[config.mk]
export PLATFORM = sky130hd
export DESIGN_NAME = base64_stream_codec_flat
export DESIGN_NICKNAME = d
export VERILOG_FILES = /design/src/hw/rtl/b64_pkg.sv /design/src/hw/rtl/b64_stream_if.sv /design/src/hw/rtl/b64_regs.sv /design/src/hw/rtl/b64_front.sv /design/src/hw/rtl/b64_back.sv /design/src/hw/rtl/base64_stream_codec.sv /design/src/flat_wrapper.sv
export SDC_FILE = /design/constraint.sdc
export NUM_CORES = 1
export LEC_CHECK = 0
export ABC_CLOCK_PERIOD_IN_PS = 3250
export BUFFER_PORTS_ARGS = -buffer_cell sky130_fd_sc_hd__buf_4
export CAP_MARGIN = 10
export CORE_MARGIN = 2
export CORE_UTILIZATION = 45
export DETAILED_ROUTE_END_ITERATION = 8
export PLACE_DENSITY = 0.65
export SLEW_MARGIN = 20
export SYNTH_ARGS = -nofsm -noshare
export SYNTH_HDL_FRONTEND = slang
export SYNTH_SLANG_ARGS = --single-unit
[constraint.sdc]
create_clock -name clk -period 3.25 [get_ports clk]
set_input_delay 0.4875 -clock clk [delete_from_list [all_inputs] [get_ports clk]]
set_output_delay 0.4875 -clock clk [all_outputs]
set_load 0.01 [all_outputs]
[src/hw/rtl/b64_pkg.sv]
// Shared types, constants and alphabet lookup functions of the Base64 stream codec.
`timescale 1ns / 1ps

package b64_pkg;

    localparam int APB_ADDR_W = 4;

    localparam logic [1:0] REG_DIRECTION = 2'd0;
    localparam logic [1:0] REG_ALPHABET  = 2'd1;
    localparam logic [1:0] REG_PAD_CODE  = 2'd2;

    localparam logic [7:0] PAD_CODE_RESET = 8'd61;

    localparam logic [511:0] ALPHA_STD =
        "ABCDEFGHIJKLMNOPQRSTUVWXYZabcdefghijklmnopqrstuvwxyz0123456789+/";
    localparam logic [511:0] ALPHA_ALT =
        "qazwersdfxcvbgtyhnmjklpoiu5647382910+/POIKLMJUYTGHNBVFREWSDCXZAQ";

    // Configuration as seen by the datapath.
    typedef struct packed {
        logic       direction;
        logic       alphabet_select;
        logic [7:0] pad_code;
    } b64_cfg_t;

    // Results of one accepted item: count bytes, bytes[0] goes out first.
    typedef struct packed {
        logic [2:0]      count;
        logic            last;
        logic [3:0][7:0] bytes;
    } b64_cmd_t;

    typedef struct packed {
        logic     valid;
        b64_cmd_t cmd;
    } b64_push_t;

    // Six-bit value to alphabet character.
    function automatic logic [7:0] enc_char(input logic sel, input logic [5:0] idx);
        logic [511:0] tab;
        tab = sel ? ALPHA_ALT : ALPHA_STD;
        return tab[(9'd504 - {idx, 3'b000}) +: 8];
    endfunction

    // Character to six-bit value; characters outside the alphabet give zero.
    // The characters of each alphabet are distinct, so the matches are ORed.
    function automatic logic [5:0] dec_value(input logic sel, input logic [7:0] c);
        logic [511:0] tab;
        logic [5:0]   v;
        tab = sel ? ALPHA_ALT : ALPHA_STD;
        v   = '0;
        for (int i = 0; i < 64; i++)
        begin
            if (tab[(511 - 8 * i) -: 8] == c)
            begin
                v = v | 6'(i);
            end
        end
        return v;
    endfunction

endpackage

[src/hw/rtl/b64_stream_if.sv]
// Valid/ready stream interfaces for the codec input and output channels.
`timescale 1ns / 1ps

interface b64_in_if;
    logic       valid;
    logic       ready;
    logic [7:0] in_byte;
    logic       in_last;

    modport source (output valid, output in_byte, output in_last, input ready);
    modport sink   (input valid, input in_byte, input in_last, output ready);
endinterface

interface b64_out_if;
    logic       valid;
    logic       ready;
    logic [7:0] out_byte;
    logic       out_last;

    modport source (output valid, output out_byte, output out_last, input ready);
    modport sink   (input valid, input out_byte, input out_last, output ready);
endinterface

[src/hw/rtl/b64_regs.sv]
// APB configuration registers of the codec.
`timescale 1ns / 1ps

module b64_regs (
    input  logic                           clk,
    input  logic                           rst_n,
    input  logic                           psel,
    input  logic                           penable,
    input  logic                           pwrite,
    input  logic [b64_pkg::APB_ADDR_W-1:0] paddr,
    input  logic [31:0]                    pwdata,
    output logic [31:0]                    prdata,
    output logic                           pready,
    output b64_pkg::b64_cfg_t              cfg,
    output logic                           stream_clear
);
    import b64_pkg::*;

    logic       direction_reg;
    logic       alphabet_select_reg;
    logic [7:0] pad_code_reg;
    logic       wr;
    logic [1:0] idx;

    assign pready = 1'b1;
    assign wr     = psel && penable && pwrite;
    assign idx    = paddr[3:2];

    // A write to the direction register restarts the stream state.
    assign stream_clear = wr && (idx == REG_DIRECTION);

    always_ff @(posedge clk or negedge rst_n)
    begin
        if (!rst_n)
        begin
            direction_reg       <= 1'b0;
            alphabet_select_reg <= 1'b0;
            pad_code_reg        <= PAD_CODE_RESET;
        end
        else if (wr)
        begin
            case (idx)
                REG_DIRECTION: direction_reg       <= pwdata[0];
                REG_ALPHABET:  alphabet_select_reg <= pwdata[0];
                REG_PAD_CODE:  pad_code_reg        <= pwdata[7:0];
                default:       ;
            endcase
        end
    end

    always_comb
    begin
        case (idx)
            REG_DIRECTION: prdata = {31'd0, direction_reg};
            REG_ALPHABET:  prdata = {31'd0, alphabet_select_reg};
            REG_PAD_CODE:  prdata = {24'd0, pad_code_reg};
            default:       prdata = 32'd0;
        endcase
    end

    assign cfg.direction       = direction_reg;
    assign cfg.alphabet_select = alphabet_select_reg;
    assign cfg.pad_code        = pad_code_reg;

endmodule

[src/hw/rtl/b64_front.sv]
// Front end: accepts input items, tracks group state and forms the result list.
`timescale 1ns / 1ps

module b64_front (
    input  logic               clk,
    input  logic               rst_n,
    b64_in_if.sink             in_ch,
    input  b64_pkg::b64_cfg_t  cfg,
    input  logic               stream_clear,
    input  logic               queue_full,
    output b64_pkg::b64_push_t push
);
    import b64_pkg::*;

    logic [1:0]  group_position_reg, group_position_next;
    logic [17:0] held_bits_reg, held_bits_next;
    logic        third_char_pad_reg, third_char_pad_next;
    logic [23:0] pending_group_reg, pending_group_next;
    logic        pending_valid_reg, pending_valid_next;
    logic [1:0]  pending_pad_count_reg, pending_pad_count_next;

    logic        accept;
    logic [7:0]  b;
    logic        last;
    logic [7:0]  prev;
    logic [5:0]  v;
    logic        is_pad;
    logic [23:0] grp;
    logic [1:0]  pads;
    b64_cmd_t    cmd;

    assign in_ch.ready = !queue_full;
    assign accept      = in_ch.valid && !queue_full;
    assign b           = in_ch.in_byte;
    assign last        = in_ch.in_last;
    assign prev        = held_bits_reg[7:0];
    assign is_pad      = (b == cfg.pad_code);
    assign v           = is_pad ? 6'd0 : dec_value(cfg.alphabet_select, b);
    assign grp         = {held_bits_reg, v};

    always_comb
    begin
        group_position_next    = group_position_reg;
        held_bits_next         = held_bits_reg;
        third_char_pad_next    = third_char_pad_reg;
        pending_group_next     = pending_group_reg;
        pending_valid_next     = pending_valid_reg;
        pending_pad_count_next = pending_pad_count_reg;
        cmd                    = '0;
        pads                   = 2'd0;

        if (!cfg.direction)
        begin
            case (group_position_reg)
                2'd0:
                begin
                    cmd.bytes[0] = enc_char(cfg.alphabet_select, b[7:2]);
                    if (last)
                    begin
                        cmd.bytes[1] = enc_char(cfg.alphabet_select, {b[1:0], 4'b0000});
                        cmd.bytes[2] = cfg.pad_code;
                        cmd.bytes[3] = cfg.pad_code;
                        cmd.count    = 3'd4;
                        cmd.last     = 1'b1;
                        group_position_next = 2'd0;
                    end
                    else
                    begin
                        cmd.count           = 3'd1;
                        held_bits_next      = {10'd0, b};
                        group_position_next = 2'd1;
                    end
                end
                2'd1:
                begin
                    cmd.bytes[0] = enc_char(cfg.alphabet_select, {prev[1:0], b[7:4]});
                    if (last)
                    begin
                        cmd.bytes[1] = enc_char(cfg.alphabet_select, {b[3:0], 2'b00});
                        cmd.bytes[2] = cfg.pad_code;
                        cmd.count    = 3'd3;
                        cmd.last     = 1'b1;
                        group_position_next = 2'd0;
                    end
                    else
                    begin
                        cmd.count           = 3'd1;
                        held_bits_next      = {10'd0, b};
                        group_position_next = 2'd2;
                    end
                end
                default:
                begin
                    cmd.bytes[0] = enc_char(cfg.alphabet_select, {prev[3:0], b[7:6]});
                    cmd.bytes[1] = enc_char(cfg.alphabet_select, b[5:0]);
                    cmd.count    = 3'd2;
                    cmd.last     = last;
                    group_position_next = 2'd0;
                end
            endcase
        end
        else if (pending_valid_reg && last && (group_position_reg != 2'd3))
        begin
            // The held group turns out to be the last complete one.
            cmd.bytes[0] = pending_group_reg[23:16];
            cmd.bytes[1] = pending_group_reg[15:8];
            cmd.bytes[2] = pending_group_reg[7:0];
            cmd.count    = (pending_pad_count_reg == 2'd3) ? 3'd1
                         : 3'd3 - {1'b0, pending_pad_count_reg};
            cmd.last     = 1'b1;
            group_position_next    = 2'd0;
            held_bits_next         = '0;
            third_char_pad_next    = 1'b0;
            pending_group_next     = '0;
            pending_valid_next     = 1'b0;
            pending_pad_count_next = 2'd0;
        end
        else
        begin
            // A third character without the end mark means another group will
            // complete, so the held group goes out whole.
            if (pending_valid_reg && group_position_reg[1])
            begin
                cmd.bytes[0] = pending_group_reg[23:16];
                cmd.bytes[1] = pending_group_reg[15:8];
                cmd.bytes[2] = pending_group_reg[7:0];
                cmd.count    = 3'd3;
                pending_group_next     = '0;
                pending_valid_next     = 1'b0;
                pending_pad_count_next = 2'd0;
            end
            if (group_position_reg != 2'd3)
            begin
                if (last)
                begin
                    group_position_next    = 2'd0;
                    held_bits_next         = '0;
                    third_char_pad_next    = 1'b0;
                    pending_group_next     = '0;
                    pending_valid_next     = 1'b0;
                    pending_pad_count_next = 2'd0;
                end
                else
                begin
                    if (group_position_reg == 2'd0)
                    begin
                        third_char_pad_next = 1'b0;
                    end
                    if (group_position_reg == 2'd2)
                    begin
                        third_char_pad_next = is_pad;
                    end
                    held_bits_next      = {held_bits_reg[11:0], v};
                    group_position_next = group_position_reg + 2'd1;
                end
            end
            else
            begin
                pads = is_pad ? (third_char_pad_reg ? 2'd2 : 2'd1) : 2'd0;
                group_position_next = 2'd0;
                held_bits_next      = '0;
                third_char_pad_next = 1'b0;
                if (last)
                begin
                    cmd.bytes[0] = grp[23:16];
                    cmd.bytes[1] = grp[15:8];
                    cmd.bytes[2] = grp[7:0];
                    cmd.count    = 3'd3 - {1'b0, pads};
                    cmd.last     = 1'b1;
                    pending_group_next     = '0;
                    pending_valid_next     = 1'b0;
                    pending_pad_count_next = 2'd0;
                end
                else
                begin
                    pending_group_next     = grp;
                    pending_pad_count_next = pads;
                    pending_valid_next     = 1'b1;
                end
            end
        end
    end

    assign push.valid = accept && (cmd.count != 3'd0);
    assign push.cmd   = cmd;

    always_ff @(posedge clk or negedge rst_n)
    begin
        if (!rst_n)
        begin
            group_position_reg    <= 2'd0;
            held_bits_reg         <= '0;
            third_char_pad_reg    <= 1'b0;
            pending_group_reg     <= '0;
            pending_valid_reg     <= 1'b0;
            pending_pad_count_reg <= 2'd0;
        end
        else if (stream_clear)
        begin
            group_position_reg    <= 2'd0;
            held_bits_reg         <= '0;
            third_char_pad_reg    <= 1'b0;
            pending_group_reg     <= '0;
            pending_valid_reg     <= 1'b0;
            pending_pad_count_reg <= 2'd0;
        end
        else if (accept)
        begin
            group_position_reg    <= group_position_next;
            held_bits_reg         <= held_bits_next;
            third_char_pad_reg    <= third_char_pad_next;
            pending_group_reg     <= pending_group_next;
            pending_valid_reg     <= pending_valid_next;
            pending_pad_count_reg <= pending_pad_count_next;
        end
    end

endmodule

[src/hw/rtl/b64_back.sv]
// Back end: two-entry result queue and serializer into the output register.
`timescale 1ns / 1ps

module b64_back (
    input  logic               clk,
    input  logic               rst_n,
    input  b64_pkg::b64_push_t push,
    output logic               queue_full,
    b64_out_if.source          out_ch
);
    import b64_pkg::*;

    b64_cmd_t   fifo_mem [2];
    logic       wr_ptr_reg;
    logic       rd_ptr_reg;
    logic [1:0] fifo_cnt_reg, fifo_cnt_next;
    logic [1:0] idx_reg;
    logic       out_valid_reg;
    logic [7:0] out_byte_reg;
    logic       out_last_reg;

    b64_cmd_t   head;
    logic       load;
    logic       at_end;
    logic       pop;

    assign head       = fifo_mem[rd_ptr_reg];
    assign queue_full = (fifo_cnt_reg == 2'd2);
    assign load       = (fifo_cnt_reg != 2'd0) && (!out_valid_reg || out_ch.ready);
    assign at_end     = ({1'b0, idx_reg} == (head.count - 3'd1));
    assign pop        = load && at_end;

    always_comb
    begin
        fifo_cnt_next = fifo_cnt_reg;
        if (push.valid && !pop)
        begin
            fifo_cnt_next = fifo_cnt_reg + 2'd1;
        end
        else if (!push.valid && pop)
        begin
            fifo_cnt_next = fifo_cnt_reg - 2'd1;
        end
    end

    always_ff @(posedge clk)
    begin
        if (push.valid)
        begin
            fifo_mem[wr_ptr_reg] <= push.cmd;
        end
        if (load)
        begin
            out_byte_reg <= head.bytes[idx_reg];
            out_last_reg <= head.last && at_end;
        end
    end

    always_ff @(posedge clk or negedge rst_n)
    begin
        if (!rst_n)
        begin
            wr_ptr_reg    <= 1'b0;
            rd_ptr_reg    <= 1'b0;
            fifo_cnt_reg  <= 2'd0;
            idx_reg       <= 2'd0;
            out_valid_reg <= 1'b0;
        end
        else
        begin
            fifo_cnt_reg <= fifo_cnt_next;
            if (push.valid)
            begin
                wr_ptr_reg <= !wr_ptr_reg;
            end
            if (pop)
            begin
                rd_ptr_reg <= !rd_ptr_reg;
                idx_reg    <= 2'd0;
            end
            else if (load)
            begin
                idx_reg <= idx_reg + 2'd1;
            end
            if (load)
            begin
                out_valid_reg <= 1'b1;
            end
            else if (out_ch.ready)
            begin
                out_valid_reg <= 1'b0;
            end
        end
    end

    assign out_ch.valid    = out_valid_reg;
    assign out_ch.out_byte = out_byte_reg;
    assign out_ch.out_last = out_last_reg;

`ifndef NO_ASSERTIONS
    a_cnt_bound: assert property (@(posedge clk) disable iff (!rst_n)
        fifo_cnt_reg != 2'd3)
        else $error("result queue count out of range");

    a_no_overflow: assert property (@(posedge clk) disable iff (!rst_n)
        push.valid |-> !queue_full)
        else $error("push into a full result queue");

    a_push_count: assert property (@(posedge clk) disable iff (!rst_n)
        push.valid |-> (push.cmd.count != 3'd0) && (push.cmd.count <= 3'd4))
        else $error("pushed result list has a bad count");

    a_idx_in_range: assert property (@(posedge clk) disable iff (!rst_n)
        (fifo_cnt_reg != 2'd0) |-> ({1'b0, idx_reg} < head.count))
        else $error("serializer index beyond the head entry");

    a_idx_reset_on_pop: assert property (@(posedge clk) disable iff (!rst_n)
        pop |=> (idx_reg == 2'd0))
        else $error("serializer index not restarted after a pop");
`endif

endmodule

[src/hw/rtl/base64_stream_codec.sv]
// Top level of the Base64 stream codec: configuration port, front end and back end.
`timescale 1ns / 1ps

// Base64 encoder and decoder over a byte stream with valid/ready channels.
// The input channel carries one byte per transfer with in_last on the final
// byte of a message; the output channel carries one result byte per transfer
// with out_last on the final result of the message. The APB port selects the
// direction (a write restarts the stream), the alphabet and the pad character.
// The front end takes one input transfer per cycle while its two-entry result
// queue has room and turns it into zero to four result bytes. The back end
// sends one result byte per cycle, while the receiver is ready, from the queue
// through an output register, so the results of an item pass through the queue
// and then the output register before they are valid.
// Encoding gives four characters per three input bytes, so the output limits
// its rate; decoding sustains one character per cycle while the queue has room.
// In decode direction a finished group is held until the third character of
// the next group, or the end mark, shows whether it is the last one.
// When the receiver stalls, the output register holds its byte, the queue
// fills, and in_ch.ready drops; nothing is lost. Reset clears all stream
// state and the queue and restores the register defaults (encode, standard
// alphabet, pad character '=').
module base64_stream_codec (
    input  logic                           clk,
    input  logic                           rst_n,
    b64_in_if.sink                         in_ch,
    b64_out_if.source                      out_ch,
    input  logic                           psel,
    input  logic                           penable,
    input  logic                           pwrite,
    input  logic [b64_pkg::APB_ADDR_W-1:0] paddr,
    input  logic [31:0]                    pwdata,
    output logic [31:0]                    prdata,
    output logic                           pready
);
    import b64_pkg::*;

    b64_cfg_t  cfg;
    logic      stream_clear;
    logic      queue_full;
    b64_push_t push;

    // Configuration registers and the stream restart on a direction write.
    b64_regs u_regs (
        .clk          (clk),
        .rst_n        (rst_n),
        .psel         (psel),
        .penable      (penable),
        .pwrite       (pwrite),
        .paddr        (paddr),
        .pwdata       (pwdata),
        .prdata       (prdata),
        .pready       (pready),
        .cfg          (cfg),
        .stream_clear (stream_clear)
    );

    // Front end: group tracking and result list per accepted byte.
    b64_front u_front (
        .clk          (clk),
        .rst_n        (rst_n),
        .in_ch        (in_ch),
        .cfg          (cfg),
        .stream_clear (stream_clear),
        .queue_full   (queue_full),
        .push         (push)
    );

    // Back end: queue and one-byte-per-cycle output while the receiver is ready.
    b64_back u_back (
        .clk        (clk),
        .rst_n      (rst_n),
        .push       (push),
        .queue_full (queue_full),
        .out_ch     (out_ch)
    );

endmodule
[src/flat_wrapper.sv]
// flat-port wrapper written by rule: the top's interface ports become plain ports
module base64_stream_codec_flat import b64_pkg::*;
  (clk, rst_n, psel, penable, pwrite, paddr, pwdata, prdata, pready, in_ch_valid, in_ch_in_byte, in_ch_in_last, in_ch_ready, out_ch_valid, out_ch_out_byte, out_ch_out_last, out_ch_ready);
  b64_in_if in_ch_i ();
  b64_out_if out_ch_i ();
  input  logic clk;
  input  logic rst_n;
  input  logic psel;
  input  logic penable;
  input  logic pwrite;
  input  logic [b64_pkg::APB_ADDR_W-1:0] paddr;
  input  logic [31:0] pwdata;
  output logic [31:0] prdata;
  output logic pready;
  input wire logic [$bits(in_ch_i.valid)-1:0] in_ch_valid;
  input wire logic [$bits(in_ch_i.in_byte)-1:0] in_ch_in_byte;
  input wire logic [$bits(in_ch_i.in_last)-1:0] in_ch_in_last;
  output wire logic [$bits(in_ch_i.ready)-1:0] in_ch_ready;
  output wire logic [$bits(out_ch_i.valid)-1:0] out_ch_valid;
  output wire logic [$bits(out_ch_i.out_byte)-1:0] out_ch_out_byte;
  output wire logic [$bits(out_ch_i.out_last)-1:0] out_ch_out_last;
  input wire logic [$bits(out_ch_i.ready)-1:0] out_ch_ready;
  assign in_ch_i.valid = in_ch_valid;
  assign in_ch_i.in_byte = in_ch_in_byte;
  assign in_ch_i.in_last = in_ch_in_last;
  assign in_ch_ready = in_ch_i.ready;
  assign out_ch_valid = out_ch_i.valid;
  assign out_ch_out_byte = out_ch_i.out_byte;
  assign out_ch_out_last = out_ch_i.out_last;
  assign out_ch_i.ready = out_ch_ready;
  base64_stream_codec u_core (.clk(clk), .rst_n(rst_n), .in_ch(in_ch_i), .out_ch(out_ch_i), .psel(psel), .penable(penable), .pwrite(pwrite), .paddr(paddr), .pwdata(pwdata), .prdata(prdata), .pready(pready));
endmodule
* Word level (Yosys, flattened, before mapping) *
Memories as Yosys holds them, arrays and structs flattened.
Cells that the tools add are included.

storage, ports and cells
  register bits = 74
  bits in latches = 0
  RAM bits = 72
  memory bits (read-only) = 0
  input bits = 52
  output and inout port bits = 44
  word-level logic and storage cells = 412
  memories = 1

operators by class
  add/subtract/negate cells = 13
  multiply operators = 0
  div/mod/pow operators = 0
  $lt $le $gt $ge = 1
  equal/unequal tests = 77
  shift operators = 6
  multiplexer cells = 262
  bitwise operators = 0
  reductions and logical operators = 36

memory list
  memory                  words  bits a word  read ports  clocked after Yosys merged registers in  write ports  RTL line        RTL
  u_core.u_back.fifo_mem  2      36           1           0                                        1            b64_back.sv:13  b64_cmd_t fifo_mem [2];

operators by type and width
  operator                                                  number
  512-bit by 10-bit variable part select with 8-bit output  6
  24-bit 2-to-1 mux                                         33
  8-bit == test                                             64
  510-bit 2-to-1 mux                                        1
  18-bit 2-to-1 mux                                         19
  6-bit 2-to-1 mux                                          33
  2-bit 2-to-1 mux                                          51
  5-bit 2-to-1 mux                                          16
  4-bit 2-to-1 mux                                          19
  25-bit 2-to-1 mux                                         3
  16-bit 2-to-1 mux                                         4
  1-bit 2-to-1 mux                                          57
  8-bit 2-to-1 mux                                          7
  9-bit subtractor (first input constant)                   6
  3-bit 2-to-1 mux                                          12
  18-bit one-hot mux with 2 select lines                    1
  16-bit one-hot mux with 2 select lines                    1
  8-bit one-hot mux with 3 select lines                     1
  8-bit binary-select mux with 2-bit select                 1
  8-bit one-hot mux with 2 select lines                     1
  1-bit logical AND                                         13
  2-bit nonzero test                                        6
  2-bit == test (second input constant)                     4
  4-bit one-hot mux with 2 select lines                     1
  19 further kinds                                          35

* Logic depth before layout (Yosys ltp) *
Gate-level depths: netlist of run 1.

  depth after elaboration = 79
  depth in mapped cells = 14
  depth with buffers taken out = 12

* Modules after synthesis *
A second synthesis of run 1 with hierarchy kept.

unflattened totals
  cells, all modules = 1,218
  area total of the unflattened synthesis = 11,397.2 sq um

by module, submodules not included
  module     instances  cells each  area an instance (sq um)  seq. area each (sq um)
  b64_front  1          984         7,334.5                   1,201.2
  b64_back   1          170         3,373.2                   2,607.5
  b64_regs   1          64          689.4                     256.5

* Worst setup path before layout of run 1 *
No wires, ideal clock.

  path kind = input to register
  start = in in_ch_in_last
  end = mem u_core.u_back.fifo_mem[0][0] in the netlist's numbering (enable)
  setup time = 0.434 ns
  data arrival time = 3.077 ns
  data required time = 2.816 ns
  setup slack = -0.261 ns
  stages = 5
  path buffers = 1
  path through = clkbuf_1 -> clkinv_1 -> a21o_1 -> a21oi_1 -> nor2b_1

RTL lines
  element             RTL line            RTL
  start: declaration  flat_wrapper.sv:17  input wire logic [$bits(in_ch_i.in_last)-1:0] in_ch_in_last;
  end: declaration    b64_back.sv:13

==> metrics, run 1 <==
H-Tree Depth=4; final count of pins violating max slew=0; drt first pass iters=5; clock-pin slew on the worst setup and hold paths=0.06 ns; unrepaired setup endpoints after global routing=false; clock latency on the worst-skew pair=roughly 0.42 ns; Rows=57; Static Leak=about 5 nW; Total Routed Length=between 30000 and 40000 um; n_diodes=0; Starting Density=0.456; maximum VDD drop=between 400 and 500 uV; Placer Congestion=approximately 1.0; leading area contributor after synthesis=edfxtp_1; Total Nets Final=roughly 1300; Yosys reg bits=approximately 150; input/output buffers=44; Worst path max stage delay=0.55 ns; first-pass GRT wire length=55900 um; die height=~160 um; Initial DRC Count=between 1000 and 1500; top cells by area, synth=edfxtp_1 (22%), dfrtp_1 (14%), mux4_2 (3.9%); Std-Cell Core Area=about 24000 um^2; clk root buf=clkbuf_16; Ports=96; Worst EP arrival=3.26 ns; Hold WC Path Type=input pin to asynchronous set/reset pin; number of filler cells placed in the layout=about 2200; max FFs per register=between 70 and 80; Worst Tran Pin Value=between 0.8 and 0.9 ns; Die Area=25800 um^2; Post-synth EDFFs=81; Post-Syn Area per Cell=slightly above 9 um^2; CTS tree=built; Final min period=3.14 ns; Die W=around 160 um; fin cells=about 1600; # Max-Cap Violations=0; CP dominant cell by count=buf_4; CP required=3.37 ns; Yosys top cell area share=0.220; Post-Synthesis Cell Area=11000 um^2; Multi-input gate area=approximately 6300 um^2; final clock skew=around 0.012 ns; Distinct cells, synth=between 90 and 100; ys async rst share=0.445; post-CTS setup buffers=0; DP Worst Slack=around 0.15 ns; setup ws final=0.112 ns; reg2reg setup slack=0.11 ns; crit path max-delay cell type=a2111oi_0; Max clock buf depth=2; final hold viol count=0; Crit path max-delay family=compound AO/OA/AOI/OAI gates; Crit Path Max Fanout=6; Cells after DPL=approximately 1500; Reg area=~4100 um^2; # DRC=0; DR vias/cell=between 6 and 7; Seq/Total Area, Yosys=0.368; GRT Residual Overflow=0; Setup CP Type=register to register; ys flop type=edfxtp_1; Critical Path Source Type=register; Buf/Inv on CP=3; Ys Warns=0; CTS buffer count=17; largest net degree at the start of global routing=a little over 70; Syn Inst Count=~1200; final period utilization=0.965; layout cell share with drive strength beyond 1=0.195; Wirelength per Cell=22.7 um; status=finished clean; clock sink count=roughly 150; cells along the critical path=inv_1 -> ha_1 -> buf_4 -> nor2_1 -> and2_1 -> o2111ai_1 -> a21oi_1 -> a2111oi_0 -> buf_4 -> and4_1 -> o21ai_1; All-Layer GR Usage=0.276; endpoint type of the worst setup path=register; endpoints failing setup=0; DP HPWL=between 20000 and 30000 um; Max-slew headroom=0.419; initial antenna violation count=0; PD cells=approximately 870 nW/um^2; vias=~10000; vias in the first global route=9701; Placement Cell Area=between 10000 and 15000 um^2; design area=~13000 um^2; f_max=between 0.3 and 0.4 GHz; Routed Antenna Nets=0; Sum Neg Setup Slack=0 ns; synthesis-to-finish area growth=14.2%; hold_ws=0.177 ns
==> kinds of logic after synthesis <==
kind of cell	share of synthesized area
AO/OA/AOI/OAI	0.254
XOR/XNOR	0.0222
adder cells (fa/ha/maj)	0.0317
buffers and inverters	0.0692
flip-flops	0.368
multiplexers	0.0642
other	0.000681
AND/OR/NAND/NOR	0.189
==> cell usage after synthesis (10+ instances only) <==
cell type  number
nor2b_1        22
dfrtp_1        60
nand2_1       103
nor2_1         79
a21oi_1        57
xor2_1         15
a31oi_1        16
nand2b_1       15
inv_1          17
o211ai_1       27
buf_2          33
buf_4          33
nand4_1        10
xnor2_1        13
a22oi_1        16
a311oi_1       12
a211oi_1       16
a22o_1         42
buf_1          16
mux2i_1        10
o21ai_1        16
nor3_1         30
and2_1         27
mux4_2         19
nand3_1        31
a221oi_1       11
edfxtp_1       81
nor4_1         10
ha_1           28
o21ai_0        61
clkbuf_1       43
mux2_2         16
nor3b_1        12
==> stage by stage <==
| step | utilization | power, mW |
|---|---|---|
| floorplan | - | 6.85 |
| global placement | 0.496 | 8.81 |
| detailed placement | 0.496 | 8.85 |
| CTS | 0.521 | 10.9 |
| global route | 0.521 | 11.6 |
| finish | 0.521 | 11.0 |
==> final timing paths <==
kind                                                                  from                                              end  depth (start not counted)
max                          u_core.u_regs.alphabet_select_reg$_DFFE_PN0P_          u_core.u_back.fifo_mem[0][18]$_DFFE_PP_                         11
min                                                                  rst_n        u_core.u_regs.pad_code_reg[6]$_DFFE_PN0P_                          1
max reg2reg                  u_core.u_regs.alphabet_select_reg$_DFFE_PN0P_          u_core.u_back.fifo_mem[0][18]$_DFFE_PP_                         11
max in group asynchronous                                            rst_n    u_core.u_regs.alphabet_select_reg$_DFFE_PN0P_                          1
min reg2reg                u_core.u_front.pending_group_reg[0]$_DFFE_PN0P_  u_core.u_front.pending_group_reg[0]$_DFFE_PN0P_                          2
min in group clk                                                 pwdata[6]        u_core.u_regs.pad_code_reg[6]$_DFFE_PN0P_                          2
==> where the power goes <==
part	total (mW)	leakage [nW]	internal, mW	switching (mW)
combinational	6.03	2.98	2.42	3.62
sequential	2.92	1.62	2.57	0.347
clock	2.03	0.296	1.28	0.746
total	11.0	4.90	6.27	4.71
==> layout make-up <==
cell class	count	area share
clock buffer	18	0.0340
clock inverter	14	0.0150
inverter	24	0.00715
multi-input combinational	908	0.501
sequential	146	0.323
tap	324	0.0322
timing repair buffer	136	0.0879
==> per-layer routing <==
metal  GRT usage  vias up  share of wire
met2       0.437      642           0.46
met5           0        -              0
met4       0.131        0          0.043
li1            -     4625              -
met1       0.378     4968           0.41
met3      0.0349      112          0.084
==> worst reg2reg max path, delay by kind of cell, from the launching register on <==
family	cells	cell delay, ns
AO/OA/AOI/OAI	4	0.97
buffers and inverters	3	0.56
AND/OR/NAND/NOR	3	0.47
adder cells (fa/ha/maj)	1	0.46
flip-flops	1	0.38
==> what timing repair did <==
item,CTS,global route
setup endpoints to repair,0,10
hold buffers,0,0
gates resized for setup,0,2
hold endpoints to repair,0,0
==> placed cells by master (no fill, tap or decap), types with 11 or more instances in the layout <==
cell / n
o21ai_0: 61
conb_1: 25
xor2_1: 15
buf_4: 129
edfxtp_1: 81
a211oi_1: 16
mux2_2: 16
nand3_1: 31
ha_1: 26
mux4_2: 19
inv_1: 17
o21ai_1: 16
a31oi_1: 16
a22o_1: 42
xnor2_1: 13
a21oi_1: 57
a22oi_1: 16
nand2b_1: 15
and2_1: 27
nor3_1: 30
nor3b_1: 12
dfrtp_1: 59
nor2b_1: 21
nor2_1: 79
o211ai_1: 27
a311oi_1: 12
nand2_1: 103
a221oi_1: 11
clkbuf_16: 17
Note: power is estimated with default switching activity, not from simulation.
==> run 2, diff against run 1 <==
==> constraint.sdc (replaced) <==
create_clock -name clk -period 3.25 [get_ports clk]
set_input_delay 0.4875 -clock clk [delete_from_list [all_inputs] [get_ports clk]]
set_output_delay 0.4875 -clock clk [all_outputs]
set_load 0.1 [all_outputs]
==> metrics, run 2 (same netlist as run 1, synthesis figures left out) <==
clock-pin slew on the worst setup and hold paths=0.06 ns; Reg power frac=0.248; H-Tree Depth=4; hold_ws=around 0.18 ns; reg2reg setup slack=approximately 0.06 ns; Worst Tran Pin Value=around 0.9 ns; Critical Path Source Type=register; Ports=96; DR vias/cell=~6.5; clock share of power=0.174; largest net degree at the start of global routing=approximately 70; cells along the critical path=inv_1 -> ha_2 -> buf_4 -> or3b_2 -> a2111oi_1 -> nor3_1 -> nand4_1 -> nor4_2 -> buf_4 -> o21ai_1; maximum VDD drop=671 uV; All-Layer GR Usage=0.274; CTS buffer count=17; Setup CP Type=register to register; n_diodes=0; clk root buf=clkbuf_16; vias=10300; GRT Residual Overflow=0; Std-Cell Core Area=between 20000 and 25000 um^2; Max clock buf depth=2; # Max-Cap Violations=0; Buf/Inv on CP=3; DP HPWL=~25000 um; Static Leak=4.91 nW; CTS tree=built; Hold WC Path Type=input pin to asynchronous set/reset pin; Crit Path Max Fanout=13; Die Area=approximately 26000 um^2; combinational share of power=0.578; Net Sw Power=between 5 and 6 mW; Routed Antenna Nets=0; layout cell share with drive strength beyond 1=0.198; CP dominant cell by count=buf_4; design area=approximately 13000 um^2; max FFs per register=about 70; Critical path origin=u_core.u_regs.alphabet_select_reg$_DFFE_PN0P_; Sum Neg Setup Slack=0 ns; Multi-input gate area=~6300 um^2; Reg area=approximately 4100 um^2; commonest non-fill, non-tap cell in the layout=buf_4; Crit path max-delay family=simple AND/OR/NAND/NOR gates; PD cells=just over 900 nW/um^2; final hold viol count=0; Total Nets Final=1317; final count of pins violating max slew=0; Final min period=around 3.2 ns; Wirelength per Cell=roughly 23 um; switching share of power=0.462; # DRC=0; final period utilization=0.982; drt first pass iters=5; endpoint type of the worst setup path=register; most frequent cells in the layout=buf_4 (135), nand2_1 (103), edfxtp_1 (81); Max-slew headroom=0.396; final clock skew=just over 0.009 ns; status=finished clean; clock latency on the worst-skew pair=around 0.42 ns; Placement Cell Area=around 12000 um^2; endpoints failing setup=0; Total Routed Length=between 30000 and 40000 um; vias in the first global route=9641; Placer Congestion=1.03; Worst EP arrival=3.41 ns; crit path max-delay cell type=ha_2; Rows=57; Worst path max stage delay=0.56 ns; f_max=about 0.31 GHz; Die W=roughly 160 um; CP required=approximately 3.5 ns; clock sink count=146; Starting Density=0.456; worst r2r src=u_core.u_regs.alphabet_select_reg$_DFFE_PN0P_; first-pass GRT wire length=55500 um; P_int=6.29 mW; number of filler cells placed in the layout=2185; initial antenna violation count=0; unrepaired setup endpoints after global routing=true; Initial DRC Count=1295; synthesis-to-finish area growth=14.5%; die height=~160 um; input/output buffers=44
[run 2: final cells by class]
type,count,share of cell area
multi-input cells,908,0.501
flip-flops and latches,146,0.322
well taps,324,0.0321
inverters,24,0.00713
clock buffers,19,0.0360
repair buffers,140,0.0882
clock inverters,13,0.0138
[run 2: power by group through the flow]
| stage | combinational, mW | sequential [mW] | clock [mW] |
|---|---|---|---|
| 3_3_place_gp | 6.61 | 2.91 | 0 |
| 2_1_floorplan | 4.26 | 3.26 | 0 |
| 4_1_cts | 6.65 | 2.89 | 2.06 |
| 3_5_place_dp | 6.62 | 2.93 | 0 |
| 5_1_grt | 7.27 | 2.94 | 2.15 |
| 6_report | 6.76 | 2.90 | 2.04 |
[run 2: path summary, 6_finish.rpt]
| kind | depth (start not counted) | endpoint |
|---|---|---|
| worst min register to register | 2 | u_core.u_front.pending_group_reg[2]$_DFFE_PN0P_ |
| worst max register to register | 10 | u_core.u_back.fifo_mem[1][16]$_DFFE_PP_ |
| worst max-delay path | 10 | u_core.u_back.fifo_mem[1][16]$_DFFE_PP_ |
| min in group clk | 2 | u_core.u_regs.pad_code_reg[4]$_DFFE_PN1P_ |
| worst min-delay path | 1 | u_core.u_regs.pad_code_reg[6]$_DFFE_PN0P_ |
| max in group asynchronous | 1 | u_core.u_regs.alphabet_select_reg$_DFFE_PN0P_ |
[run 2: stage by stage]
step	utilization	std cells	worst slack (ns)	total power, mW
after floorplan	-	1207	0.0476	7.51
after global placement	0.496	1542	0.0687	9.52
after detailed placement	0.496	1542	0.0524	9.55
after CTS	0.522	1574	0.0823	11.6
after global routing	0.522	1574	-0.0391	12.4
final	0.522	1574	0.0592	11.7
[run 2: routing by layer]
layer | vias to the layer above | track usage | share of wire | routed length [um]
met5 | - | 0 | 0 | 0
met2 | 578 | 0.438 | 0.47 | 16600
li1 | 4638 | - | - | -
met1 | 4999 | 0.381 | 0.42 | 14800
met4 | 0 | 0.0893 | 0.029 | 1020
met3 | 89 | 0.0442 | 0.085 | 3010
[run 2: repair_timing]
action / 4_1_cts / 5_1_grt
hold buffers: 0 / 0
hold endpoints to repair: 0 / 0
endpoints found under the setup margin: 0 / 22
resized for setup: 0 / 5
buffers inserted: 0 / 0
